==> config.mk <==
export PLATFORM = sky130hd
export DESIGN_NAME = min_priority_queue_scan_top_flat
export DESIGN_NICKNAME = d
export VERILOG_FILES = /design/src/sv/mpqs_pkg.sv /design/src/sv/mpqs_if.sv /design/src/sv/min_priority_queue_scan_top.sv /design/src/flat_wrapper.sv
export VERILOG_INCLUDE_DIRS = /design/src /design/src/sv
export SDC_FILE = /design/constraint.sdc
export NUM_CORES = 1
export LEC_CHECK = 0
export BUFFER_PORTS_ARGS = -buffer_cell sky130_fd_sc_hd__buf_2
export CELL_PAD_IN_SITES_DETAIL_PLACEMENT = 1
export CELL_PAD_IN_SITES_GLOBAL_PLACEMENT = 2
export CORE_MARGIN = 1
export CORE_UTILIZATION = 41
export CTS_CLUSTER_SIZE = 8
export DETAILED_ROUTE_END_ITERATION = 10
export GPL_TIMING_DRIVEN = 0
export PLACE_DENSITY_LB_ADDON = 0.1
export RECOVER_POWER = 50
export SLEW_MARGIN = 20
export SYNTH_ARGS = -nofsm -noshare
export SYNTH_HDL_FRONTEND = slang
export SYNTH_SLANG_ARGS = --single-unit
==> constraint.sdc <==
create_clock -name clk -period 4.1 [get_ports clk]
set_clock_uncertainty 0.1 [all_clocks]
set_input_delay 0.82 -clock clk [delete_from_list [all_inputs] [get_ports clk]]
set_output_delay 0.82 -clock clk [all_outputs]
set_load 0.02 [all_outputs]
==> src/sv/min_priority_queue_scan_top_macros.svh <==
// Assertion macros for the scan-based minimum priority queue.
`ifndef MIN_PRIORITY_QUEUE_SCAN_TOP_MACROS_SVH
`define MIN_PRIORITY_QUEUE_SCAN_TOP_MACROS_SVH

`ifndef SYNTH

// Condition holds at every clock edge out of reset
`define MPQS_ASSERT_ALWAYS(lbl, cond) \
    lbl: assert property (@(posedge clk) disable iff (!rst_n) (cond)) \
        else $error("mpqs assertion failed");

// Consequent holds in the same cycle as the antecedent
`define MPQS_ASSERT_IMPLY(lbl, ante, cons) \
    lbl: assert property (@(posedge clk) disable iff (!rst_n) (ante) |-> (cons)) \
        else $error("mpqs assertion failed");

// Consequent holds in the cycle after the antecedent
`define MPQS_ASSERT_NEXT(lbl, ante, cons) \
    lbl: assert property (@(posedge clk) disable iff (!rst_n) (ante) |=> (cons)) \
        else $error("mpqs assertion failed");

`else

`define MPQS_ASSERT_ALWAYS(lbl, cond)
`define MPQS_ASSERT_IMPLY(lbl, ante, cons)
`define MPQS_ASSERT_NEXT(lbl, ante, cons)

`endif

`endif

==> src/sv/mpqs_pkg.sv <==
// Shared types, codes and default sizes for the scan-based minimum priority queue.
`timescale 1ns / 1ps

package mpqs_pkg;

    // Default sizes
    localparam int CAPACITY_DEF      = 16;
    localparam int PRIORITY_BITS_DEF = 16;
    localparam int TAG_BITS_DEF      = 32;

    // Field widths on the channels
    localparam int CMD_W      = 1;
    localparam int PRI_W      = 16;
    localparam int TAG_W      = 32;
    localparam int STATUS_W   = 2;
    localparam int OCC_W      = 5;

    typedef enum logic [CMD_W-1:0] {
        CMD_INSERT = 1'b0,
        CMD_REMOVE = 1'b1
    } cmd_t;

    typedef enum logic [STATUS_W-1:0] {
        ST_INSERTED = 2'd0,
        ST_REMOVED  = 2'd1,
        ST_EMPTY    = 2'd2,
        ST_FULL     = 2'd3
    } status_t;

endpackage

==> src/sv/mpqs_if.sv <==
// Request and response channel interfaces of the scan-based minimum priority queue.
`timescale 1ns / 1ps

interface mpqs_req_if
    import mpqs_pkg::*;
();
    logic                    valid;
    logic                    ready;
    logic [CMD_W-1:0]        cmd;
    logic signed [PRI_W-1:0] priority_req;
    logic [TAG_W-1:0]        tag;

    modport source (output valid, output cmd, output priority_req, output tag, input ready);
    modport sink   (input valid, input cmd, input priority_req, input tag, output ready);
endinterface

interface mpqs_rsp_if
    import mpqs_pkg::*;
();
    logic                    valid;
    logic                    ready;
    logic [STATUS_W-1:0]     status;
    logic signed [PRI_W-1:0] removed_priority;
    logic [TAG_W-1:0]        removed_tag;
    logic [OCC_W-1:0]        occupancy;

    modport source (output valid, output status, output removed_priority,
                    output removed_tag, output occupancy, input ready);
    modport sink   (input valid, input status, input removed_priority,
                    input removed_tag, input occupancy, output ready);
endinterface

==> src/sv/min_priority_queue_scan_top.sv <==
// Bounded minimum priority queue: unsorted entry memory scanned by one comparator.
`timescale 1ns / 1ps

// A request beat either inserts (priority, tag) at the tail of an unsorted entry memory
// or removes the entry with the smallest signed priority, the oldest one on a tie; each
// request gives exactly one response beat. The block takes one request at a time and is
// not ready until the response has been moved to the output register, which then waits
// for the sink while the next request is taken. Insert, insert into a full queue and
// remove from an empty queue go from IDLE to FINISH, which loads the response. A remove
// goes from IDLE through SCAN, and through SHIFT unless the smallest entry is the newest,
// to FINISH: the single read port of the entry memory is used once per entry to scan for
// the minimum, then once per later entry to close the gap. Entries are never cleared;
// there is no clearing pass after reset.
module min_priority_queue_scan_top
    import mpqs_pkg::*;
#(
    parameter int CAPACITY      = CAPACITY_DEF,
    parameter int PRIORITY_BITS = PRIORITY_BITS_DEF,
    parameter int TAG_BITS      = TAG_BITS_DEF
)
(
    input  logic       clk,
    input  logic       rst_n,
    mpqs_req_if.sink   req,
    mpqs_rsp_if.source rsp
);

`include "min_priority_queue_scan_top_macros.svh"

    localparam int IDX_W = $clog2(CAPACITY);
    localparam int CNT_W = $clog2(CAPACITY + 1);

    typedef enum logic [3:0] {
        S_IDLE   = 4'b0001,
        S_SCAN   = 4'b0010,
        S_SHIFT  = 4'b0100,
        S_FINISH = 4'b1000
    } state_t;

    // Sign bit flipped so that an unsigned compare orders signed priorities
    function automatic logic [PRIORITY_BITS-1:0] order_key(input logic [PRIORITY_BITS-1:0] p);
        return {~p[PRIORITY_BITS-1], p[PRIORITY_BITS-2:0]};
    endfunction

    // Entry memories
    logic [PRIORITY_BITS-1:0] pri_mem [CAPACITY];
    logic [TAG_BITS-1:0]      tag_mem [CAPACITY];

    // Control state
    state_t               state_reg, state_next;
    logic [CNT_W-1:0]     count_reg, count_next;
    logic [IDX_W-1:0]     ptr_reg, ptr_next;
    logic                 issue_reg, issue_next;
    logic                 rd_vld_reg;
    logic [IDX_W-1:0]     rd_idx_reg;
    status_t              pend_status_reg, pend_status_next;
    logic                 rsp_vld_reg, rsp_vld_next;

    // Payload registers
    logic [PRIORITY_BITS-1:0] rd_pri_reg;
    logic [TAG_BITS-1:0]      rd_tag_reg;
    logic [PRIORITY_BITS-1:0] best_pri_reg, best_pri_next;
    logic [TAG_BITS-1:0]      best_tag_reg, best_tag_next;
    logic [IDX_W-1:0]         best_idx_reg, best_idx_next;
    status_t                  rsp_status_reg;
    logic [PRI_W-1:0]         rsp_pri_reg;
    logic [TAG_W-1:0]         rsp_tag_reg;
    logic [OCC_W-1:0]         rsp_occ_reg;

    // Memory port controls
    logic                     rd_en;
    logic [IDX_W-1:0]         rd_addr;
    logic                     wr_en;
    logic [IDX_W-1:0]         wr_addr;
    logic [PRIORITY_BITS-1:0] wr_pri;
    logic [TAG_BITS-1:0]      wr_tag;

    logic             req_fire;
    logic             rsp_free;
    logic             rsp_load;
    logic [IDX_W-1:0] last_idx;
    logic             take;
    logic [IDX_W-1:0] cand_idx;
    logic             rd_last;

    assign req.ready = (state_reg == S_IDLE);
    assign req_fire  = req.valid && req.ready;
    assign rsp_free  = !rsp_vld_reg || rsp.ready;

    // Scan comparator: strict less keeps the oldest entry on a tie
    assign last_idx = IDX_W'(count_reg - CNT_W'(1));
    assign take     = (rd_idx_reg == '0) || (order_key(rd_pri_reg) < order_key(best_pri_reg));
    assign cand_idx = take ? rd_idx_reg : best_idx_reg;
    assign rd_last  = rd_vld_reg && (rd_idx_reg == last_idx);

    // Sequencer
    always_comb
    begin
        state_next       = state_reg;
        count_next       = count_reg;
        ptr_next         = ptr_reg;
        issue_next       = issue_reg;
        pend_status_next = pend_status_reg;
        rsp_vld_next     = rsp_vld_reg && !rsp.ready;
        rsp_load         = 1'b0;
        best_pri_next    = best_pri_reg;
        best_tag_next    = best_tag_reg;
        best_idx_next    = best_idx_reg;
        rd_en            = 1'b0;
        rd_addr          = ptr_reg;
        wr_en            = 1'b0;
        wr_addr          = IDX_W'(count_reg);
        wr_pri           = PRIORITY_BITS'($unsigned(req.priority_req));
        wr_tag           = TAG_BITS'(req.tag);

        unique case (state_reg)
            S_IDLE:
            begin
                if (req_fire)
                begin
                    state_next = S_FINISH;
                    if (req.cmd == CMD_INSERT)
                    begin
                        if (count_reg == CNT_W'(CAPACITY))
                        begin
                            pend_status_next = ST_FULL;
                        end
                        else
                        begin
                            wr_en            = 1'b1;
                            pend_status_next = ST_INSERTED;
                        end
                    end
                    else if (count_reg == '0)
                    begin
                        pend_status_next = ST_EMPTY;
                    end
                    else
                    begin
                        pend_status_next = ST_REMOVED;
                        ptr_next         = '0;
                        issue_next       = 1'b1;
                        state_next       = S_SCAN;
                    end
                end
            end
            S_SCAN:
            begin
                if (issue_reg)
                begin
                    rd_en    = 1'b1;
                    ptr_next = ptr_reg + IDX_W'(1);
                    if (ptr_reg == last_idx)
                    begin
                        issue_next = 1'b0;
                    end
                end
                if (rd_vld_reg && take)
                begin
                    best_pri_next = rd_pri_reg;
                    best_tag_next = rd_tag_reg;
                    best_idx_next = rd_idx_reg;
                end
                if (rd_last)
                begin
                    if (cand_idx == last_idx)
                    begin
                        state_next = S_FINISH;
                    end
                    else
                    begin
                        ptr_next   = cand_idx + IDX_W'(1);
                        issue_next = 1'b1;
                        state_next = S_SHIFT;
                    end
                end
            end
            S_SHIFT:
            begin
                if (issue_reg)
                begin
                    rd_en    = 1'b1;
                    ptr_next = ptr_reg + IDX_W'(1);
                    if (ptr_reg == last_idx)
                    begin
                        issue_next = 1'b0;
                    end
                end
                // Close the gap: each later entry moves down by one
                if (rd_vld_reg)
                begin
                    wr_en   = 1'b1;
                    wr_addr = rd_idx_reg - IDX_W'(1);
                    wr_pri  = rd_pri_reg;
                    wr_tag  = rd_tag_reg;
                end
                if (rd_last)
                begin
                    state_next = S_FINISH;
                end
            end
            S_FINISH:
            begin
                if (rsp_free)
                begin
                    rsp_load     = 1'b1;
                    rsp_vld_next = 1'b1;
                    state_next   = S_IDLE;
                    unique case (pend_status_reg)
                        ST_INSERTED: count_next = count_reg + CNT_W'(1);
                        ST_REMOVED:  count_next = count_reg - CNT_W'(1);
                        ST_EMPTY,
                        ST_FULL:     count_next = count_reg;
                    endcase
                end
            end
            default:
            begin
                state_next = S_IDLE;
            end
        endcase
    end

    // Control registers
    always_ff @(posedge clk or negedge rst_n)
    begin
        if (!rst_n)
        begin
            state_reg       <= S_IDLE;
            count_reg       <= '0;
            ptr_reg         <= '0;
            issue_reg       <= 1'b0;
            rd_vld_reg      <= 1'b0;
            rd_idx_reg      <= '0;
            pend_status_reg <= ST_INSERTED;
            rsp_vld_reg     <= 1'b0;
        end
        else
        begin
            state_reg       <= state_next;
            count_reg       <= count_next;
            ptr_reg         <= ptr_next;
            issue_reg       <= issue_next;
            rd_vld_reg      <= rd_en;
            rd_idx_reg      <= rd_addr;
            pend_status_reg <= pend_status_next;
            rsp_vld_reg     <= rsp_vld_next;
        end
    end

    // Running minimum and response payload
    always_ff @(posedge clk)
    begin
        best_pri_reg <= best_pri_next;
        best_tag_reg <= best_tag_next;
        best_idx_reg <= best_idx_next;
        if (rsp_load)
        begin
            rsp_status_reg <= pend_status_reg;
            rsp_pri_reg    <= (pend_status_reg == ST_REMOVED) ? PRI_W'(best_pri_reg) : '0;
            rsp_tag_reg    <= (pend_status_reg == ST_REMOVED) ? TAG_W'(best_tag_reg) : '0;
            rsp_occ_reg    <= OCC_W'(count_next);
        end
    end

    // Entry memory: one write port, one registered read port
    always_ff @(posedge clk)
    begin
        if (wr_en)
        begin
            pri_mem[wr_addr] <= wr_pri;
            tag_mem[wr_addr] <= wr_tag;
        end
        if (rd_en)
        begin
            rd_pri_reg <= pri_mem[rd_addr];
            rd_tag_reg <= tag_mem[rd_addr];
        end
    end

    // Response channel
    assign rsp.valid            = rsp_vld_reg;
    assign rsp.status           = rsp_status_reg;
    assign rsp.removed_priority = $signed(rsp_pri_reg);
    assign rsp.removed_tag      = rsp_tag_reg;
    assign rsp.occupancy        = rsp_occ_reg;

    // Checks
    `MPQS_ASSERT_ALWAYS(a_count_bound, count_reg <= CNT_W'(CAPACITY))
    `MPQS_ASSERT_IMPLY(a_read_in_range, rd_en, rd_addr <= last_idx)
    `MPQS_ASSERT_IMPLY(a_shift_has_gap, state_reg == S_SHIFT, best_idx_reg < last_idx)
    `MPQS_ASSERT_NEXT(a_occupancy_match, rsp_load, rsp_occ_reg == OCC_W'(count_reg))

endmodule

==> src/flat_wrapper.sv <==
// flat-port wrapper written by rule: the top's interface ports become plain ports
module min_priority_queue_scan_top_flat import mpqs_pkg::*;
#(
    parameter int CAPACITY      = CAPACITY_DEF,
    parameter int PRIORITY_BITS = PRIORITY_BITS_DEF,
    parameter int TAG_BITS      = TAG_BITS_DEF
)
  (clk, rst_n, req_valid, req_cmd, req_priority_req, req_tag, req_ready, rsp_valid, rsp_status, rsp_removed_priority, rsp_removed_tag, rsp_occupancy, rsp_ready);
  mpqs_req_if req_i ();
  mpqs_rsp_if rsp_i ();
  input  logic clk;
  input  logic rst_n;
  input wire logic [$bits(req_i.valid)-1:0] req_valid;
  input wire logic [$bits(req_i.cmd)-1:0] req_cmd;
  input wire logic [$bits(req_i.priority_req)-1:0] req_priority_req;
  input wire logic [$bits(req_i.tag)-1:0] req_tag;
  output wire logic [$bits(req_i.ready)-1:0] req_ready;
  output wire logic [$bits(rsp_i.valid)-1:0] rsp_valid;
  output wire logic [$bits(rsp_i.status)-1:0] rsp_status;
  output wire logic [$bits(rsp_i.removed_priority)-1:0] rsp_removed_priority;
  output wire logic [$bits(rsp_i.removed_tag)-1:0] rsp_removed_tag;
  output wire logic [$bits(rsp_i.occupancy)-1:0] rsp_occupancy;
  input wire logic [$bits(rsp_i.ready)-1:0] rsp_ready;
  assign req_i.valid = req_valid;
  assign req_i.cmd = req_cmd;
  assign req_i.priority_req = req_priority_req;
  assign req_i.tag = req_tag;
  assign req_ready = req_i.ready;
  assign rsp_valid = rsp_i.valid;
  assign rsp_status = rsp_i.status;
  assign rsp_removed_priority = rsp_i.removed_priority;
  assign rsp_removed_tag = rsp_i.removed_tag;
  assign rsp_occupancy = rsp_i.occupancy;
  assign rsp_i.ready = rsp_ready;
  min_priority_queue_scan_top #(.CAPACITY(CAPACITY), .PRIORITY_BITS(PRIORITY_BITS), .TAG_BITS(TAG_BITS)) u_core (.clk(clk), .rst_n(rst_n), .req(req_i), .rsp(rsp_i));
endmodule
==> reports/qor.yml <==
outcome:
  status: "finished, violations left"
  failed_checks: "max-capacitance violations, max-slew violations"
hold_path:
  hp-class: "register to register"
synthesis:
  ys_seq_area_share_pct: 77.6
  synth_top_family_by_area: "multiplexers"
  async_flop_share_pct: 2.33
  yosysTopAreaCell: "edfxtp_1"
  ys_ff_latch: 945
  yosys.area_share.simple_pct: 2.28
  synthXorXnorAreaFrac_pct: 0.646
  synth_ff_type: "edfxtp_1"
  synth.top_cells.by_area: "edfxtp_1 76%, mux4_2 15%, mux2_2 1.5%"
  synth_top_area_share_pct: 76.1
  synth_cell_types: 58
  synth.cell_area_sq_um: 36400
  synth_nets: 1669
  syn_inst: 1595
  synth_compound_area_share_pct: 1.06
  synthMuxAreaShare_pct: 16.6
  synth_edf_count: 923
  syn_area_per_cell_sq_um: 22.8
  ys_warn_count: 0
  synth_adder_area_share_pct: 0.721
timing:
  rsz0062_at_grt: "false"
  finalSetupViolCount: 0
  hold_violations: 0
  slew_violations: 29
  timing.slew.headroom_pct: -22.5
  post-route-min-period_ps: 3920
  worstMarginPinSlew_ps: 1830
  tns_ps: 0
  max_freq_ghz: 0.255
  period_share_pct: 95.6
power_and_ir_drop:
  peakVddDrop_mv: 0.439
  p_comb_share_pct: 19.9
  internal_power_mw: 19.6
  power.density_nw_per_um2: 615
  seq_power_share_pct: 42.7
  p_clk_share_pct: 37.4
  p_sw_mw: 7.19
  power.share.switching_pct: 26.9
  p_leak_nw: 13.7
placement:
  dp_hpwl_microns: 59600
  place_area_sq_um: 39800
  io_buffers: 109
  gp_congestion: 0.713
floorplanning:
  dieArea_sq_um: 90000
  dieWidth_microns: 300
  start_util_pct: 41.7
  fp-row-count: 108
  boundaryPins: 110
  core_area_sq_um: 87400
  die_h_microns: 300
critical_path:
  cp-start-kind: "register"
  path_class: "register to register"
  critPathRequiredTime_ps: 4440
  endpoint_kind: "register"
  arrival_ps: 4260
  crit_fanout: 10
layout:
  drive_gt1_share_pct: 29.3
  n_fill_cell: 7671
  final_cell_area_sq_um: 43500
  n_antenna_cell: 0
  largest_register_ffs: 512
  largestRegisters: "u_core.tag_mem: 512 flops, u_core.pri_mem: 256 flops"
  area_growth_pct: 19.3
  largest-register: "u_core.tag_mem"
  nNetsFinal: 1982
cts:
  cts_tree: "yes"
  cts-root-buf: "clkbuf_16"
  clock_path_buffers: 3
  clk_pin_slew_worst_paths_ps: 50
  clk_latency_ps: 710
  numCtsBuffers: 136
  cts.sinks: 945
  htree_levels: 4
global_routing:
  grt_antenna_before_repair: 4
  grt.total_usage_pct: 21.0
  grt_max_degree: 34
  grt-ovfl-total: 0
  grt_pass1_wl_microns: 133000
  grt_pass1_vias: 19000
detailed_routing:
  vias: 17200
  drt_iter0_drc: 1352
  ant_nets: 0
  wire_per_inst_microns: 29.7
  drcViolationCount: 0
  drtPass1Iterations: 5
  routed_wl_microns: 91900
  via_per_inst: 5.58
flow_run:
  maxCapViolCount: 2
[cell usage after synthesis, types with 2 or more instances]
master / count
a221o_1: 2
and3_1: 2
o31ai_1: 4
nor4b_1: 2
mux2i_2: 2
and2_1: 48
mux2_2: 50
a31oi_1: 3
ha_1: 21
mux4_2: 240
clkbuf_1: 52
buf_1: 14
a21oi_1: 10
nand3_1: 8
dfrtp_1: 21
nand4_1: 2
nor3_1: 7
mux2i_1: 5
edfxtp_1: 923
xnor2_1: 16
nand2b_1: 2
or3_1: 2
o21a_1: 5
nand2_1: 31
nor2b_1: 5
nor3b_1: 2
buf_6: 3
o21ai_0: 17
o22ai_1: 3
nor2_1: 37
clkbuf_8: 2
inv_1: 20
xor2_1: 9
[metal layers]
layer  up-vias  global-route usage [%]  share of wire, %
met1      9436                    28.4                43
met3       136                    3.63               4.2
met2       419                    35.3                51
met4         0                    5.86               1.9
li1       7250                       -                 -
met5         -                       0                 0
[layout by cell type (no fill, tap or decap), drive strengths merged, types with 6 or more instances in the layout]
cell	netlist	layout
nor2	37	37
mux4	240	240
nand2	31	31
clkbuf	54	274
and2	50	50
xnor2	16	16
dfrtp	21	21
mux2	50	50
mux2i	7	7
edfxtp	923	923
o21a	6	6
inv	20	27
nand3	8	8
nor3	8	8
xor2	10	10
o21ai	19	19
ha	21	21
buf	19	125
a21oi	10	10
[cells by family after synthesis]
| logic type | after synthesis |
|---|---|
| AOI/OAI and AO/OA | 56 |
| xor gates and xnor gates | 26 |
| adders and majority gates | 21 |
| buffers and inverters | 93 |
| DFF | 945 |
| muxes | 297 |
| and+or+nand+nor | 157 |
[repair_timing]
item / in CTS / in global routing
endpoints found under the hold margin: 21 / 0
pin swaps: 6 / 0
hold buffers: 1 / 0
resized for setup: 3 / 3
setup endpoints to repair: 768 / 7
buffers inserted: 9 / 0
[worst max-delay path, stage by stage, from the launching register on]
cell and delay, ps:
dfrtp_1 380, clkbuf_1 550, clkbuf_1 640, clkdlybuf4s15_1 840
mux4_2 620, mux4_2 500
[worst paths after layout]
| kind | from | to | slack (ps) | cells after the start |
|---|---|---|---|---|
| worst max-delay path | u_core.ptr_reg[0]$_DFFE_PN0P_ | u_core.rd_tag_reg[14]$_DFFE_PP_ | 180 | 5 |
| worst min-delay path | u_core.ptr_reg[2]$_DFFE_PN0P_ | u_core.rd_idx_reg[2]$_DFF_PN0_ | 280 | 0 |
| worst max register to register | u_core.ptr_reg[0]$_DFFE_PN0P_ | u_core.rd_tag_reg[14]$_DFFE_PP_ | 180 | 5 |
| worst min register to register | u_core.ptr_reg[2]$_DFFE_PN0P_ | u_core.rd_idx_reg[2]$_DFF_PN0_ | 280 | 0 |
| max in group asynchronous | rst_n | u_core.ptr_reg[3]$_DFFE_PN0P_ | 2260 | 2 |
| min in group asynchronous | rst_n | u_core.rsp.valid$_DFF_PN0_ | 840 | 2 |
[per-stage QoR]
| step | worst slack (ps) | power, mW | cells | util (%) | hold WS [ps] |
|---|---|---|---|---|---|
| floorplan | -357 | 15.1 | 1595 | - | 252 |
| global placement | -5120 | 16.9 | 2859 | 43.9 | 269 |
| detailed placement | -871 | 17.1 | 2914 | 45.5 | 263 |
| CTS | 21.9 | 27.2 | 3090 | 49.9 | 267 |
| global route | 0.387 | 27.7 | 3091 | 49.7 | 284 |
| finish | 180 | 26.7 | 3091 | 49.7 | 276 |
[cell type report]
type / instances / area, sq um / share of cell area, %
clock inverter: 13 / 209 / 0.481
clock buffer: 153 / 3510 / 8.08
timing repair buffer: 175 / 1710 / 3.94
buffer: 73 / 343 / 0.789
inverter: 20 / 75.1 / 0.173
sequential: 945 / 28300 / 65.1
tap: 1155 / 1450 / 3.33
multi-input combinational: 557 / 7890 / 18.2
[power by group through the flow]
stage / clock [mW] / sequential [mW] / combinational (mW)
after floorplan: 0 / 11.6 / 3.49
after global placement: 0 / 11.7 / 5.21
after detailed placement: 0 / 11.6 / 5.52
after CTS: 10.2 / 11.4 / 5.55
after global routing: 10.6 / 11.4 / 5.72
final: 10.0 / 11.4 / 5.32
(Power assumes the default switching activity.)
